File: config.mk
export PLATFORM = sky130hd
export DESIGN_NAME = velocity_layer_round_robin_pick_top
export DESIGN_NICKNAME = d
export VERILOG_FILES = /design/src/rtl/vlrr_pkg.sv /design/src/rtl/vlrr_datapath.sv /design/src/rtl/vlrr_ctrl.sv /design/src/rtl/velocity_layer_round_robin_pick_top.sv
export SDC_FILE = /design/constraint.sdc
export NUM_CORES = 2
export LEC_CHECK = 0
export BUFFER_PORTS_ARGS = -buffer_cell sky130_fd_sc_hd__buf_2
export CORE_MARGIN = 10
export CORE_UTILIZATION = 35
export CTS_CLUSTER_DIAMETER = 50
export DETAILED_ROUTE_END_ITERATION = 8
export GPL_TIMING_DRIVEN = 1
export PLACE_DENSITY = 0.61
export SYNTH_ARGS = -nofsm -noshare
export SYNTH_HDL_FRONTEND = slang
export SYNTH_HIERARCHICAL = 1
export SYNTH_SLANG_ARGS = --single-unit
export TNS_END_PERCENT = 1
File: constraint.sdc
create_clock -name clk -period 23 [get_ports clk]
set_input_delay 1.15 -clock clk [delete_from_list [all_inputs] [get_ports clk]]
set_output_delay 1.15 -clock clk [all_outputs]
set_load 0.005 [all_outputs]
File: src/rtl/vlrr_pkg.sv
package vlrr_pkg;

  localparam logic [1:0] ST_ADDED   = 2'd0;
  localparam logic [1:0] ST_FULL    = 2'd1;
  localparam logic [1:0] ST_CHOSEN  = 2'd2;
  localparam logic [1:0] ST_NOMATCH = 2'd3;

  localparam logic FUNC_ADD  = 1'b0;
  localparam logic FUNC_TRIG = 1'b1;

  localparam int IN_BITS  = 124;
  localparam int OUT_BITS = 56;

  // controller to datapath
  typedef struct packed {
    logic load;      // capture input word
    logic add;       // write layer, count up
    logic scan_clr;  // clear scan registers
    logic scan1;     // first walk step
    logic scan2;     // second walk step
    logic modstep;   // one restoring step of counter mod count
    logic grp_upd;   // write group counter
    logic mul;       // start multiply step
    logic clampit;   // compute clamps
  } vlrr_cmd_t;

  // datapath to controller
  typedef struct packed {
    logic is_trig;
    logic full;
    logic scan_last;
    logic found;
    logic hit_pick;
    logic zero_len;
  } vlrr_stat_t;

endpackage

File: src/rtl/vlrr_datapath.sv
module vlrr_datapath #(
  parameter int MAX_LAYERS  = 16,
  parameter int NUM_GROUPS  = 16,
  parameter int LENGTH_BITS = 24
) (
  input  logic                          clk,
  input  logic                          rst,
  input  vlrr_pkg::vlrr_cmd_t           cmd,
  output vlrr_pkg::vlrr_stat_t          stat,
  input  logic [vlrr_pkg::IN_BITS-1:0]  in_word,
  output logic [1:0]                    res_status,
  output logic [5:0]                    res_index,
  output logic [23:0]                   res_start,
  output logic [23:0]                   res_length
);
  import vlrr_pkg::*;

  localparam int IW = (MAX_LAYERS > 1) ? $clog2(MAX_LAYERS) : 1;
  localparam int CW = $clog2(MAX_LAYERS + 1);
  localparam int GW = (NUM_GROUPS > 1) ? $clog2(NUM_GROUPS) : 1;
  // the length field is 24 bits wide, so wider settings keep all of it
  localparam int LB = (LENGTH_BITS < 24) ? LENGTH_BITS : 24;
  localparam int PW = 18 + LB;
  // reciprocal of the group count and the residue of -128
  localparam int GRM  = (65536 + NUM_GROUPS - 1) / NUM_GROUPS;
  localparam int GOFF = (NUM_GROUPS - (128 % NUM_GROUPS)) % NUM_GROUPS;

  logic [6:0]    lo_mem  [MAX_LAYERS];
  logic [6:0]    hi_mem  [MAX_LAYERS];
  logic [7:0]    grp_mem [MAX_LAYERS];
  logic [16:0]   st_mem  [MAX_LAYERS];
  logic [16:0]   en_mem  [MAX_LAYERS];
  logic [LB-1:0] len_mem [MAX_LAYERS];
  logic [6:0]    gcnt    [NUM_GROUPS];

  logic [IN_BITS-1:0] held;
  logic [CW-1:0] layer_count;
  logic          func;
  logic [6:0]    vel;
  logic [17:0]   so, eo;
  logic [CW-1:0] idx;
  logic [CW-1:0] mcount;
  logic [IW-1:0] first;
  logic          found;
  logic [IW-1:0] chosen;
  logic [6:0]    rem;
  logic [2:0]    mstep;
  logic [GW-1:0] gsel;
  logic [CW-1:0] seen;
  logic [PW-1:0] prod_s, prod_e;
  logic [LB-1:0] n;
  logic [17:0]   sf_sel, ef_sel;

  assign func = held[0];
  assign vel  = held[7:1];
  assign so   = held[105:88];
  assign eo   = held[123:106];

  logic [IW-1:0] ia;
  logic          hit;
  assign ia  = idx[IW-1:0];
  assign hit = (idx < layer_count) && (vel >= lo_mem[ia]) && (vel <= hi_mem[ia]);

  // mathematical residue of the group: (g + 128) mod count by reciprocal,
  // then shifted back by the residue of -128
  logic [GW-1:0] gred;
  logic [7:0]    gu;
  logic [24:0]   gq;
  logic [14:0]   gqn;
  logic [14:0]   gdiff;
  logic [7:0]    gsum;
  logic [7:0]    gfin;
  always_comb begin
    gu    = grp_mem[first] ^ 8'h80;
    gq    = 25'(gu) * 25'(GRM);
    gqn   = 15'(gq[23:16]) * 15'(NUM_GROUPS);
    gdiff = 15'(gu) - gqn;
    gsum  = gdiff[7:0] + 8'(GOFF);
    gfin  = (gsum >= 8'(NUM_GROUPS)) ? gsum - 8'(NUM_GROUPS) : gsum;
    gred  = GW'(gfin);
  end

  // restoring mod step: rem - count<<k
  logic [13:0] sub_v;
  assign sub_v = 14'(mcount) << mstep;

  assign stat.is_trig   = func;
  assign stat.full      = (layer_count >= CW'(MAX_LAYERS));
  assign stat.scan_last = (idx >= CW'(MAX_LAYERS - 1)) || (idx + 1'b1 >= layer_count);
  assign stat.found     = found;
  assign stat.hit_pick  = hit && (seen == CW'(rem));
  assign stat.zero_len  = (n == '0);

  assign sf_sel = so[17] ? 18'(st_mem[chosen]) : so;
  assign ef_sel = eo[17] ? 18'(en_mem[chosen]) : eo;

  always_ff @(posedge clk) begin
    if (rst) begin
      layer_count <= '0;
      for (int g = 0; g < NUM_GROUPS; g++) gcnt[g] <= '0;
    end else begin
      if (cmd.add && !stat.full) layer_count <= layer_count + 1'b1;
      if (cmd.grp_upd) gcnt[gsel] <= rem + 7'd1;
    end
  end

  always_ff @(posedge clk) begin
    if (cmd.load) held <= in_word;
    if (cmd.add && !stat.full) begin
      lo_mem[layer_count[IW-1:0]]  <= held[14:8];
      hi_mem[layer_count[IW-1:0]]  <= held[21:15];
      grp_mem[layer_count[IW-1:0]] <= held[29:22];
      st_mem[layer_count[IW-1:0]]  <= held[46:30];
      en_mem[layer_count[IW-1:0]]  <= held[63:47];
      len_mem[layer_count[IW-1:0]] <= held[64 +: LB];
    end
    if (cmd.scan_clr) begin
      idx <= '0; mcount <= '0; found <= 1'b0; first <= '0; seen <= '0; mstep <= 3'd7;
    end
    if (cmd.scan1) begin
      if (hit) begin
        mcount <= mcount + 1'b1;
        if (!found) begin first <= ia; found <= 1'b1; end
      end
      idx <= idx + 1'b1;
    end
    if (cmd.modstep) begin
      if (mstep == 3'd7) begin
        gsel <= gred;
        rem  <= gcnt[gred];
        mstep <= 3'd6;
        idx <= CW'(first);
      end else begin
        if ({7'd0, rem} >= sub_v) rem <= rem - sub_v[6:0];
        mstep <= mstep - 3'd1;
      end
    end
    if (cmd.scan2) begin
      if (stat.hit_pick) begin
        chosen <= ia;
        n <= len_mem[ia];
      end
      if (hit) seen <= seen + 1'b1;
      idx <= idx + 1'b1;
    end
    if (cmd.mul) begin
      prod_s <= PW'(sf_sel) * PW'(n);
      prod_e <= PW'(ef_sel) * PW'(n);
    end
  end

  logic [PW-17:0] s_raw, e_raw;
  logic [PW-16:0] s_cl, e_cl;
  always_comb begin
    s_raw = prod_s[PW-1:16];
    e_raw = prod_e[PW-1:16];
    s_cl = (s_raw > (PW-16)'(n - 1'b1)) ? (PW-15)'(n - 1'b1) : (PW-15)'(s_raw);
    e_cl = (e_raw > (PW-16)'(n)) ? (PW-15)'(n) : (PW-15)'(e_raw);
    if (e_cl < s_cl + 1'b1) e_cl = s_cl + 1'b1;
  end

  always_ff @(posedge clk) begin
    if (cmd.add) begin
      res_status <= stat.full ? ST_FULL : ST_ADDED;
      res_index  <= stat.full ? 6'd0 : 6'(layer_count);
      res_start  <= '0;
      res_length <= '0;
    end else if (cmd.scan2 && !found) begin
      res_status <= ST_NOMATCH;
      res_index <= '0; res_start <= '0; res_length <= '0;
    end else if (cmd.clampit) begin
      res_status <= ST_CHOSEN;
      res_index  <= 6'(chosen);
      res_start  <= stat.zero_len ? 24'd0 : 24'(s_cl);
      res_length <= stat.zero_len ? 24'd0 : 24'(e_cl - s_cl);
    end
  end
endmodule

File: src/rtl/vlrr_ctrl.sv
module vlrr_ctrl (
  input  logic                 clk,
  input  logic                 rst,
  input  logic                 in_fire,
  output logic                 in_ready,
  output logic                 out_valid,
  input  logic                 out_ready,
  input  vlrr_pkg::vlrr_stat_t stat,
  output vlrr_pkg::vlrr_cmd_t  cmd
);
  import vlrr_pkg::*;

  typedef enum logic [2:0] {S_IDLE, S_DEC, S_SCAN1, S_MOD, S_SCAN2, S_MUL, S_CLAMP, S_OUT}
    state_t;
  state_t state;
  logic [2:0] mcnt;

  assign in_ready = (state == S_IDLE) || (state == S_OUT && out_ready);
  assign out_valid = (state == S_OUT);

  always_comb begin
    cmd = '0;
    cmd.load = in_fire;
    unique case (state)
      S_DEC: begin
        cmd.add = !stat.is_trig;
        cmd.scan_clr = stat.is_trig;
      end
      S_SCAN1: cmd.scan1 = 1'b1;
      S_MOD:   cmd.modstep = 1'b1;
      S_SCAN2: begin
        cmd.scan2 = 1'b1;
        cmd.grp_upd = stat.found && (mcnt == 3'd0);
      end
      S_MUL:   cmd.mul = 1'b1;
      S_CLAMP: cmd.clampit = 1'b1;
      default: ;
    endcase
  end

  always_ff @(posedge clk) begin
    if (rst) begin
      state <= S_IDLE;
      mcnt <= '0;
    end else begin
      unique case (state)
        S_IDLE:  if (in_fire) state <= S_DEC;
        S_DEC:   state <= stat.is_trig ? S_SCAN1 : S_OUT;
        S_SCAN1: if (stat.scan_last) begin state <= S_MOD; mcnt <= 3'd7; end
        S_MOD: begin
          if (!stat.found) begin state <= S_SCAN2; mcnt <= '0; end
          else if (mcnt == 3'd0) state <= S_SCAN2;
          else mcnt <= mcnt - 3'd1;
        end
        S_SCAN2: begin
          mcnt <= 3'd1;
          if (!stat.found) state <= S_OUT;
          else if (stat.hit_pick) state <= S_MUL;
        end
        S_MUL:   state <= S_CLAMP;
        S_CLAMP: state <= S_OUT;
        S_OUT:   if (out_ready) state <= in_fire ? S_DEC : S_IDLE;
        default: state <= S_IDLE;
      endcase
    end
  end
endmodule

File: src/rtl/velocity_layer_round_robin_pick_top.sv
// velocity layer round-robin sample picker
// s_axis carries one word per item: add a layer (func 0) or trigger (func 1)
// m_axis returns exactly one word per item: status, layer index, slice
// an add passes from decode straight to its result
// a trigger walks the table to count matches, then takes a load step and a
// 7 step restoring mod of the group counter, a second walk to the picked
// match, a multiply step and a clamp step
// one item at a time; the next word is taken when the result is taken
// reset clears the layer count and all group counters; table entries are
// written by add words only, so no clearing pass is needed
// when the receiver stalls the result holds on m_axis and s_axis_tready stays low
module velocity_layer_round_robin_pick_top #(
  parameter int MAX_LAYERS  = 16,
  parameter int NUM_GROUPS  = 16,
  parameter int LENGTH_BITS = 24
) (
  input  logic         clk,
  input  logic         rst,
  input  logic         s_axis_tvalid,
  output logic         s_axis_tready,
  // velocity, vel_min, vel_max, rr_group, start_frac, end_frac, length_samples,
  // start_override, end_override, zero fill
  input  logic [127:0] s_axis_tdata,
  input  logic         s_axis_tuser,   // func
  output logic         m_axis_tvalid,
  input  logic         m_axis_tready,
  // status, layer_index, slice_start, slice_length
  output logic [vlrr_pkg::OUT_BITS-1:0] m_axis_tdata
);
  import vlrr_pkg::*;

  vlrr_cmd_t  cmd;
  vlrr_stat_t stat;
  logic       in_fire;
  logic [1:0] r_st;
  logic [5:0] r_ix;
  logic [23:0] r_s, r_l;

  assign in_fire = s_axis_tvalid && s_axis_tready;

  vlrr_ctrl u_ctrl (
    .clk, .rst, .in_fire, .in_ready(s_axis_tready),
    .out_valid(m_axis_tvalid), .out_ready(m_axis_tready), .stat, .cmd
  );

  // func in bit 0 of the internal word, tdata above it
  vlrr_datapath #(.MAX_LAYERS(MAX_LAYERS), .NUM_GROUPS(NUM_GROUPS),
                  .LENGTH_BITS(LENGTH_BITS)) u_dp (
    .clk, .rst, .cmd, .stat,
    .in_word({s_axis_tdata[122:0], s_axis_tuser}),
    .res_status(r_st), .res_index(r_ix), .res_start(r_s), .res_length(r_l)
  );

  assign m_axis_tdata = {r_l, r_s, r_ix, r_st};
endmodule

==> metrics.cfg <==
[cts]
cts_resized = 0
htree_levels = 4
root_buffer = clkbuf_16
cts_buffers = 174
clockBufferDepth = 3
clkLatencyLatePin_ps = 840
cts_tree = yes
clock-sinks = 1630
cts_setup_buffers = 0
holdBufCountCts = 0
clk_pin_slew_worst_paths_ps = 60

[job]
cap_violations = 0

[timing]
tightest_slew_ps = 1110
holdWs_ps = 447
hold_viol_final = 0
rsz0062_at_grt = no
fin_crit_ps = 12680
fin_tns_setup_ps = 0
postLayoutSetupSlackWorst_ps = 10320
report.final.slew_viol_count = 0
setup_viol = 0
maxSlewHeadroom_pct = 25.7
fin_worst_skew_ps = 46.9
fin_crit_sh_pct = 55.1
fmax_ghz = 0.0789

[die]
start_util_pct = 35.2
die_x_um = 531
placementRows = 187
die_h_um = 531
coreArea_mm2 = 0.260
fp.dieArea_mm2 = 0.282
io_pins = 191

[route]
drc = 0
vias = 53900
ant_nets = 0
drtIter0Drc = 4544
wirelength_mm = 239
drt_pass1_iterations = 5
vias_per_cell = 5.23
post_drt_wl_per_cell_um = 23.2

[layout]
fin_nets = 7902
drive_above_1_share_pct = 14.4
area_growth_pct = 11.7
fin_cells = 10300

[status]
status = complete, no violations

[yosys]
synth.avg_cell_area_um2 = 13.8
synthCells = 6620
ys.warnings.count = 6
synth_area_mm2 = 0.0913

[worst_setup_path]
critPathSlowestCell = o21ai_4
cp-end-kind = register
worstPathArrival_ps = 13410
critical_path_class = reg -> reg
worst-path-buf-inv = 3
crit_top_cell = a21o_1
start_kind = register
critPathMaxFanout = 73
slowest_delay_ps = 960
crit_required_ps = 23730
path_delay_family = compound AO/OA/AOI/OAI gates

[place]
io_buffers = 180
place_ws_ps = 10550
numPlacedInstances = 9971
dp_hpwl_mm = 153
gp_congestion = 0.856

[grt]
grt_remaining_overflow = 0
grt_use_total_pct = 16.8
use_met1_pct = 22.0
antenna_found_initial = 8
gr-max-usage-layer = met2
grt_use_met2_pct = 28.1
use_met3_pct = 2.94
grt_pass1_wl_mm = 359
grt_max_degree = 107
grt_pass1_vias = 56500

[worst_hold_path]
min_path_type = reg -> reg

[final cells by class]
class                      instances  area, um2
fill                           24000     158000
sequential                      1630      48100
multi-input combinational       3887      39300
clock buffer                     210       4520
tap                             3402       4260
inverter                         771       2890
timing repair buffer             281       1670
clock inverter                   114       1280
antenna                            4       10.0
[sequential cells by signal, summed over array words and instances, names as in the netlist, 4 cells and up, named ones only]
signal / flops
u_dp/first: 4
u_dp/idx: 5
u_dp/held: 120
u_dp/rem: 7
u_dp/prod_s: 25
u_dp/res_start: 24
u_dp/prod_e: 25
u_dp/mcount: 5
u_dp/chosen: 4
u_dp/grp_mem: 64
u_dp/en_mem: 272
u_dp/st_mem: 272
u_dp/gsel: 4
u_dp/layer_count: 5
u_dp/n: 24
u_dp/lo_mem: 112
u_dp/res_length: 24
u_dp/len_mem: 384
u_dp/gcnt: 112
u_dp/res_index: 5
u_dp/hi_mem: 112
u_dp/seen: 5
[metrics by stage]
stage | area (um2) | utilization, %
floorplan | 91300 | -
CTS | 102000 | 39.3
global route | 102000 | 39.3
detailed placement | 96200 | 37.1
finish | 102000 | 39.3
global placement | 96200 | 37.1
[placed cells by master (no fill, tap or decap), types with 41 or more instances in the layout]
master     count
xnor2_1       87
clkinv_1      46
a21o_1        46
nand3_1       42
inv_1        755
ha_1         368
mux2i_1      157
edfxtp_1    1547
nor2_1       387
a21oi_1      173
mux4_2       301
nand2_1      794
nand2b_1      69
nor3_1        41
a221oi_1      52
fa_1         656
mux2_2        80
o21ai_0      165
clkbuf_16    174
and2_1        88
buf_4        100
dfxtp_1       75
buf_2        180
[layer usage]
metal  up-vias  part of all wire [%]
met3       446                   6.9
met2      1940                    49
li1      23500                     -
met4         2                   3.7
met5         -                0.0054
met1     28000                    41
[worst reg2reg max path: cells and delay by family, from the launching register on]
kind                     cells  cell delay (ps)
multiplexers                 1              220
buffers and inverters        3             1320
adder cells (fa/ha/maj)      6             2040
AO/OA/AOI/OAI               19             4580
AND/OR/NAND/NOR             14             3640
flip-flops                   1              360
XOR/XNOR                     2              440
[final timing paths]
| kind | from | end | slack [ps] | cells past startpoint |
|---|---|---|---|---|
| max | u_dp/n[1] | u_dp/res_length[20] | 10320 | 45 |
| min | u_dp/res_start[22] | u_dp/res_start[22] | 450 | 2 |
| max reg2reg | u_dp/n[1] | u_dp/res_length[20] | 10320 | 45 |
| min reg2reg | u_dp/res_start[22] | u_dp/res_start[22] | 450 | 2 |
Power is left out: the tool's default activity adds up to more than one toggle a clock period on the data nets, which glitch-free logic cannot reach.
